<file path="config.mk">
export PLATFORM = sky130hd
export DESIGN_NAME = g711_alaw_ulaw_codec
export DESIGN_NICKNAME = d
export VERILOG_FILES = /design/src/sv/g711_pkg.sv /design/src/sv/g711_alaw_enc.sv /design/src/sv/g711_alaw_dec.sv /design/src/sv/g711_xlat.sv /design/src/sv/g711_alaw_ulaw_codec.sv
export SDC_FILE = /design/constraint.sdc
export NUM_CORES = 1
export LEC_CHECK = 0
export BUFFER_PORTS_ARGS = -buffer_cell sky130_fd_sc_hd__buf_2
export CORE_AREA = 5 5 122 89
export CTS_BUF_LIST = sky130_fd_sc_hd__clkbuf_8
export DETAILED_ROUTE_END_ITERATION = 8
export DIE_AREA = 0 0 127 94
export MAX_ROUTING_LAYER = met4
export PLACE_DENSITY = 0.75
export REMOVE_ABC_BUFFERS = 1
export SKIP_CTS_REPAIR_TIMING = 1
export SYNTH_ARGS = -nofsm -noshare
export SYNTH_HDL_FRONTEND = slang
export SYNTH_SLANG_ARGS = --single-unit
</file>
<file path="constraint.sdc">
create_clock -name clk -period 7.3 [get_ports clk]
set_input_delay 0.365 -clock clk [delete_from_list [all_inputs] [get_ports clk]]
set_output_delay 0.365 -clock clk [all_outputs]
set_load 0.02 [all_outputs]
</file>
<file path="src/sv/g711_pkg.sv">
// Shared types, mode codes and transcoding tables for the G.711 codec.
`timescale 1ns / 1ps
`default_nettype none
package g711_pkg;

	typedef enum logic [1:0] {
		MODE_PCM_TO_A  = 2'd0,
		MODE_PCM_TO_MU = 2'd1,
		MODE_A_TO_PCM  = 2'd2,
		MODE_MU_TO_PCM = 2'd3
	} mode_t;

	typedef struct packed {
		logic signed [15:0] pcm_in;
		logic [7:0]         code_in;
		logic               last_in;
	} sample_t;

	typedef struct packed {
		logic [7:0]         code_out;
		logic signed [15:0] pcm_out;
		logic               last_out;
	} result_t;

	localparam logic [14:0] PCM_MAG_LIMIT = 15'd32635;
	localparam logic [7:0]  A_EVEN_MASK   = 8'hD5;
	localparam logic [6:0]  A_LOW_MASK    = 7'h55;

	localparam logic [7:0] MU_TO_A_ROM [128] = '{
		8'd1,   8'd1,   8'd2,   8'd2,   8'd3,   8'd3,   8'd4,   8'd4,
		8'd5,   8'd5,   8'd6,   8'd6,   8'd7,   8'd7,   8'd8,   8'd8,
		8'd9,   8'd10,  8'd11,  8'd12,  8'd13,  8'd14,  8'd15,  8'd16,
		8'd17,  8'd18,  8'd19,  8'd20,  8'd21,  8'd22,  8'd23,  8'd24,
		8'd25,  8'd27,  8'd29,  8'd31,  8'd33,  8'd34,  8'd35,  8'd36,
		8'd37,  8'd38,  8'd39,  8'd40,  8'd41,  8'd42,  8'd43,  8'd44,
		8'd46,  8'd48,  8'd49,  8'd50,  8'd51,  8'd52,  8'd53,  8'd54,
		8'd55,  8'd56,  8'd57,  8'd58,  8'd59,  8'd60,  8'd61,  8'd62,
		8'd64,  8'd65,  8'd66,  8'd67,  8'd68,  8'd69,  8'd70,  8'd71,
		8'd72,  8'd73,  8'd74,  8'd75,  8'd76,  8'd77,  8'd78,  8'd79,
		8'd81,  8'd82,  8'd83,  8'd84,  8'd85,  8'd86,  8'd87,  8'd88,
		8'd89,  8'd90,  8'd91,  8'd92,  8'd93,  8'd94,  8'd95,  8'd96,
		8'd97,  8'd98,  8'd99,  8'd100, 8'd101, 8'd102, 8'd103, 8'd104,
		8'd105, 8'd106, 8'd107, 8'd108, 8'd109, 8'd110, 8'd111, 8'd112,
		8'd113, 8'd114, 8'd115, 8'd116, 8'd117, 8'd118, 8'd119, 8'd120,
		8'd121, 8'd122, 8'd123, 8'd124, 8'd125, 8'd126, 8'd127, 8'd128
	};

	localparam logic [6:0] A_TO_MU_ROM [128] = '{
		7'd1,   7'd3,   7'd5,   7'd7,   7'd9,   7'd11,  7'd13,  7'd15,
		7'd16,  7'd17,  7'd18,  7'd19,  7'd20,  7'd21,  7'd22,  7'd23,
		7'd24,  7'd25,  7'd26,  7'd27,  7'd28,  7'd29,  7'd30,  7'd31,
		7'd32,  7'd32,  7'd33,  7'd33,  7'd34,  7'd34,  7'd35,  7'd35,
		7'd36,  7'd37,  7'd38,  7'd39,  7'd40,  7'd41,  7'd42,  7'd43,
		7'd44,  7'd45,  7'd46,  7'd47,  7'd48,  7'd48,  7'd49,  7'd49,
		7'd50,  7'd51,  7'd52,  7'd53,  7'd54,  7'd55,  7'd56,  7'd57,
		7'd58,  7'd59,  7'd60,  7'd61,  7'd62,  7'd63,  7'd64,  7'd64,
		7'd65,  7'd66,  7'd67,  7'd68,  7'd69,  7'd70,  7'd71,  7'd72,
		7'd73,  7'd74,  7'd75,  7'd76,  7'd77,  7'd78,  7'd79,  7'd79,
		7'd80,  7'd81,  7'd82,  7'd83,  7'd84,  7'd85,  7'd86,  7'd87,
		7'd88,  7'd89,  7'd90,  7'd91,  7'd92,  7'd93,  7'd94,  7'd95,
		7'd96,  7'd97,  7'd98,  7'd99,  7'd100, 7'd101, 7'd102, 7'd103,
		7'd104, 7'd105, 7'd106, 7'd107, 7'd108, 7'd109, 7'd110, 7'd111,
		7'd112, 7'd113, 7'd114, 7'd115, 7'd116, 7'd117, 7'd118, 7'd119,
		7'd120, 7'd121, 7'd122, 7'd123, 7'd124, 7'd125, 7'd126, 7'd127
	};

	function automatic logic [7:0] mu_from_a(input logic [7:0] a);
		logic [6:0] m;
		m = A_TO_MU_ROM[a[6:0] ^ A_LOW_MASK];
		return {a[7], ~m};
	endfunction

	function automatic logic [7:0] a_from_mu(input logic [7:0] u);
		logic [7:0] r;
		logic [6:0] v;
		r = MU_TO_A_ROM[~u[6:0]];
		v = r[6:0] - 7'd1;
		return {u[7], v ^ A_LOW_MASK};
	endfunction

endpackage
`default_nettype wire

</file>
<file path="src/sv/g711_alaw_enc.sv">
// Linear PCM to A-law encoder: clamp, segment priority search, mantissa pick.
`timescale 1ns / 1ps
`default_nettype none
module g711_alaw_enc (
	input  wire logic signed [15:0] pcm,
	output logic [7:0]              code
);
	import g711_pkg::*;

	logic        sign;
	logic [16:0] mag_full;
	logic [14:0] mag;
	logic [2:0]  seg;
	logic [3:0]  shamt;
	logic [14:0] shifted;
	logic [3:0]  mant;

	assign sign     = pcm[15];
	assign mag_full = sign ? (17'h10000 - {1'b0, pcm}) : {1'b0, pcm};
	assign mag      = (mag_full > {2'b0, PCM_MAG_LIMIT}) ? PCM_MAG_LIMIT : mag_full[14:0];

	always_comb begin
		seg = 3'd0;
		for (int i = 8; i <= 14; i++) begin
			if (mag[i]) begin
				seg = 3'(i - 7);
			end
		end
	end

	assign shamt   = (seg == 3'd0) ? 4'd4 : ({1'b0, seg} + 4'd3);
	assign shifted = mag >> shamt;
	assign mant    = shifted[3:0];
	assign code    = {sign, seg, mant} ^ A_EVEN_MASK;

endmodule
`default_nettype wire

</file>
<file path="src/sv/g711_alaw_dec.sv">
// A-law to linear PCM expander.
`timescale 1ns / 1ps
`default_nettype none
module g711_alaw_dec (
	input  wire logic [7:0]         code,
	output logic signed [15:0]      pcm
);
	import g711_pkg::*;

	logic [7:0]  a;
	logic [2:0]  seg;
	logic [8:0]  base;
	logic [2:0]  shamt;
	logic [15:0] mag;

	assign a     = {code[7], code[6:0] ^ A_LOW_MASK};
	assign seg   = a[6:4];
	assign base  = {(seg != 3'd0), a[3:0], 4'h8};
	assign shamt = (seg > 3'd1) ? (seg - 3'd1) : 3'd0;
	assign mag   = {7'd0, base} << shamt;
	assign pcm   = a[7] ? $signed(mag) : $signed(16'd0 - mag);

endmodule
`default_nettype wire

</file>
<file path="src/sv/g711_xlat.sv">
// Mode-selected conversion of one sample to one result.
`timescale 1ns / 1ps
`default_nettype none
module g711_xlat (
	input  wire g711_pkg::mode_t   mode,
	input  wire g711_pkg::sample_t smp,
	output g711_pkg::result_t      res
);
	import g711_pkg::*;

	logic [7:0]         a_enc;
	logic [7:0]         dec_code;
	logic signed [15:0] dec_pcm;

	g711_alaw_enc u_enc (
		.pcm  (smp.pcm_in),
		.code (a_enc)
	);

	assign dec_code = (mode == MODE_MU_TO_PCM) ? a_from_mu(smp.code_in) : smp.code_in;

	g711_alaw_dec u_dec (
		.code (dec_code),
		.pcm  (dec_pcm)
	);

	always_comb begin
		res.last_out = smp.last_in;
		res.code_out = 8'd0;
		res.pcm_out  = 16'sd0;
		case (mode)
			MODE_PCM_TO_A: begin
				res.code_out = a_enc;
			end
			MODE_PCM_TO_MU: begin
				res.code_out = mu_from_a(a_enc);
			end
			MODE_A_TO_PCM, MODE_MU_TO_PCM: begin
				res.pcm_out = dec_pcm;
			end
			default: begin
				res.code_out = 8'd0;
			end
		endcase
	end

endmodule
`default_nettype wire

</file>
<file path="src/sv/g711_alaw_ulaw_codec.sv">
// G.711 A-law / mu-law codec top level: mode register, input and result stages.
// Path: an accepted beat is registered in the input stage, then in the result register, and is then offered.
// Throughput: one beat per cycle while result_ready is high; the input stage and result
// registers each hold a beat, so one new beat is taken while a finished result waits.
// Conversion is one pass of encoder, decoder and table lookups between the two stages.
// Reset: arst_n clears both stage valids and sets the mode to PCM to A-law.
`timescale 1ns / 1ps
`default_nettype none
module g711_alaw_ulaw_codec (
	input  wire logic              clk,
	input  wire logic              arst_n,
	input  wire logic              cfg_wr_en,
	input  wire logic [1:0]        cfg_wr_data,
	input  wire logic              sample_valid,
	output logic                   sample_ready,
	input  wire g711_pkg::sample_t sample,
	output logic                   result_valid,
	input  wire logic              result_ready,
	output g711_pkg::result_t      result
);
	import g711_pkg::*;

	mode_t   mode_q;
	logic    vld_s1;
	sample_t smp_s1;
	logic    vld_s2;
	result_t res_s2;
	result_t res_d;
	logic    adv_s2;

	assign adv_s2       = !vld_s2 || result_ready;
	assign sample_ready = !vld_s1 || adv_s2;

	always_ff @(posedge clk or negedge arst_n) begin
		if (!arst_n) begin
			mode_q <= MODE_PCM_TO_A;
		end else if (cfg_wr_en) begin
			mode_q <= mode_t'(cfg_wr_data);
		end
	end

	always_ff @(posedge clk or negedge arst_n) begin
		if (!arst_n) begin
			vld_s1 <= 1'b0;
			vld_s2 <= 1'b0;
		end else begin
			if (sample_ready) begin
				vld_s1 <= sample_valid;
			end
			if (adv_s2) begin
				vld_s2 <= vld_s1;
			end
		end
	end

	always_ff @(posedge clk) begin
		if (sample_ready && sample_valid) begin
			smp_s1 <= sample;
		end
		if (adv_s2 && vld_s1) begin
			res_s2 <= res_d;
		end
	end

	g711_xlat u_xlat (
		.mode (mode_q),
		.smp  (smp_s1),
		.res  (res_d)
	);

	assign result_valid = vld_s2;
	assign result       = res_s2;

endmodule
`default_nettype wire

</file>
==> flow_summary.json <==
{
  "drtPass1Iterations": 6,
  "period_minus_slack_ns": 6.59,
  "finalHoldViolCount": 0,
  "grt-busiest-layer": "met2",
  "track_usage_pct": 22.3,
  "drt_iter0_markers": 407,
  "synth_xor_xnor_area_share_pct": 5.10,
  "antenna_left": 0,
  "final_area_um2": 5550,
  "routed_wl_um": 13200,
  "insertion_delay_ns": 0.32,
  "vdd_drop_max_uv": 114,
  "status": "finished clean",
  "tns_ns": 0,
  "placed_area_um2": 5420,
  "fp.dieH_um": 94,
  "use_met3_pct": 2.61,
  "synth.distinct_cells": 91,
  "area_growth_pct": 8.04,
  "crit_path_end_kind": "flip-flop",
  "worst-path-max-fanout": 16,
  "synthMuxAreaShare_pct": 4.78,
  "grt_pass1_wl_um": 21700,
  "synth_largest_area_cell": "edfxtp_1",
  "dp_hpwl_um": 9850,
  "crit_chain": "inv_1 -> ha_1 -> or3b_2 -> o41ai_4 -> xor2_2 -> nand2_1 -> nor2_1 -> o21a_1 -> nand2_1 -> inv_1 -> ha_1 -> nor2_2 -> o21ai_2 -> mux2i_1 -> a311oi_1 -> o311ai_2 -> inv_1 -> ha_1 -> a31oi_1 -> o211ai_1 -> a21oi_1 -> a21oi_1 -> a21oi_1",
  "synth_cells": 584,
  "leakage_nw": 2.19,
  "synth_top_family_by_area": "compound AO/OA/AOI/OAI gates",
  "rows": 30,
  "synth-simple-area-share_pct": 20.7,
  "ys_seq_elements": 51,
  "startpoint_type": "flip-flop",
  "cts_buffers": 5,
  "synth_edf_count": 47,
  "p_per_area_nw_per_um2": 208,
  "grt_pass1_vias": 4423,
  "met2_usage_pct": 35.5,
  "grt_max_degree": 27,
  "die-area_um2": 11900,
  "gr-total-overflow": 0,
  "arrival_ns": 6.75,
  "synthAdderAreaFrac_pct": 5.61,
  "fp.dieW_um": 127,
  "clockBufferDepth": 2,
  "fin_cells": 744,
  "drcViolationCount": 0,
  "path_clk_slew_ns": 0.11,
  "slew_headroom_pct": 30.1,
  "root_buffer": "clkbuf_8",
  "layout.nets": 670,
  "avgSynthCellArea_um2": 8.79,
  "drive_gt1_share_pct": 17.2,
  "async_flop_share_pct": 7.84,
  "rsz0062_at_grt": "false",
  "finalSetupViolCount": 0,
  "required_ns": 7.46,
  "max_clock_freq_mhz": 152,
  "drt-vias-per-instance": 6.42,
  "drv_cap": 0,
  "yosysWarnings": 0,
  "cts_tree": "done",
  "portBuffers": 55,
  "wire_per_inst_um": 17.7,
  "synth_compound_area_share_pct": 28.6,
  "gp_congestion": 0.975,
  "cp_slowest_cell": "o311ai_2",
  "drv_slew": 0,
  "critPathMaxStageDelay_ns": 0.92,
  "yosysTopAreaCellShare_pct": 27.5,
  "synthFlopType": "edfxtp_1",
  "synthTopCellsByArea": "edfxtp_1 (27%), ha_1 (5.6%), o21ai_0 (3.9%), nand2_1 (3.0%), nor2_1 (2.9%)",
  "ys_seq_area_share_pct": 29.4,
  "worstMarginPinSlew_ns": 1.05,
  "h-tree-depth": 2,
  "skew_ns": 0.0136,
  "coreArea_um2": 9530,
  "syn_area_um2": 5130,
  "vias": 4774,
  "critPathKind": "flip-flop to flip-flop",
  "ioPinCount": 59,
  "hp-class": "input pin to flip-flop",
  "start_util_pct": 53.8,
  "min_period_over_period_pct": 90.3,
  "dp.cells": 735,
  "antenna_found_initial": 0,
  "cts.sinks": 51,
  "grt_use_met1_pct": 31.1,
  "diodes": 0
}
==> layout make-up <==
cell class	count	area, um2
fill	854	3990
multi-input combinational	469	3340
sequential	51	1510
timing repair buffer	61	323
tap	128	160
inverter	27	101
clock buffer	5	68.8
clock inverter	3	42.5
==> path summary, 6_finish.rpt <==
check	startpoint	endpoint	slack, ns	cells after the start
max	smp_s1[9]$_DFFE_PP_	result[19]$_SDFFCE_PN0P_	0.71	23
max in group asynchronous	arst_n	result_valid$_DFFE_PN0P_	6.77	2
min reg2reg	smp_s1[0]$_DFFE_PP_	result[0]$_DFFE_PP_	0.45	0
min in group asynchronous	arst_n	mode_q[1]$_DFFE_PN0P_	0.40	2
max reg2reg	smp_s1[9]$_DFFE_PP_	result[19]$_SDFFCE_PN0P_	0.71	23
min	sample[8]	smp_s1[8]$_DFFE_PP_	0.21	1
==> sequential cells by signal (all words and copies together) (netlist names) <==
name / cells
result: 22
smp_s1: 25
vld_s1: 1
mode_q: 2
result_valid: 1
==> cells by family after synthesis <==
family,Yosys count
and+or+nand+nor,198
AOI/OAI and AO/OA,194
buffers and inverters,66
DFF,51
xor gates and xnor gates,29
adders and majority gates,23
muxes,22
other,1
==> critical path, delay by kind of cell (launching register included) <==
kind | cells | cell delay (ns)
compound gates | 10 | 2.81
fa+ha+maj | 3 | 0.83
buf+inv | 3 | 0.48
simple gates | 5 | 1.24
mux | 1 | 0.31
xor+xnor | 1 | 0.27
flops | 1 | 0.49
==> metrics by stage <==
step	utilization [%]	hold WS (ns)	power, mW	setup slack [ns]
final	58.2	0.212	1.15	0.709
after global routing	58.2	0.208	1.22	0.204
after CTS	58.1	-0.163	1.14	0.881
after detailed placement	56.9	0.179	0.933	0.979
after global placement	56.9	0.177	0.928	1.22
after floorplan	-	0.0694	0.796	1.57
==> cells in the mapped netlist, types with 12 or more instances <==
cell      instances
ha_1             23
mux2i_1          14
xnor2_1          17
nand2b_1         16
nand2_1          41
a211oi_1         12
nand3_1          16
a21oi_1          28
o21ai_0          40
nor2_1           40
edfxtp_1         47
o211ai_1         13
clkbuf_1         26
inv_1            25
==> layer usage <==
layer | part of all wire [%] | routed length (um)
met5 | 0 | 0
met4 | 0.78 | 102
met1 | 46 | 6030
met2 | 47 | 6210
met3 | 6.1 | 807
==> where the power goes <==
| group | total [mW] | switching [mW] | internal, mW |
|---|---|---|---|
| registers | 0.388 | 0.0283 | 0.360 |
| clock network | 0.210 | 0.108 | 0.103 |
| logic | 0.552 | 0.341 | 0.211 |
==> cells in the final DEF, fill, tap and decap left out, types with 14 or more instances in the layout <==
cell type  netlist  layout
a21oi_1         28      28
nand2_1         41      41
ha_1            23      23
nand3_1         16      16
edfxtp_1        47      47
buf_2            4      55
inv_1           25      25
o21ai_0         40      40
xnor2_1         17      17
nand2b_1        16      16
mux2i_1         14      14
nor2_1          40      40
No activity file was read; power rests on OpenSTA's default activity.
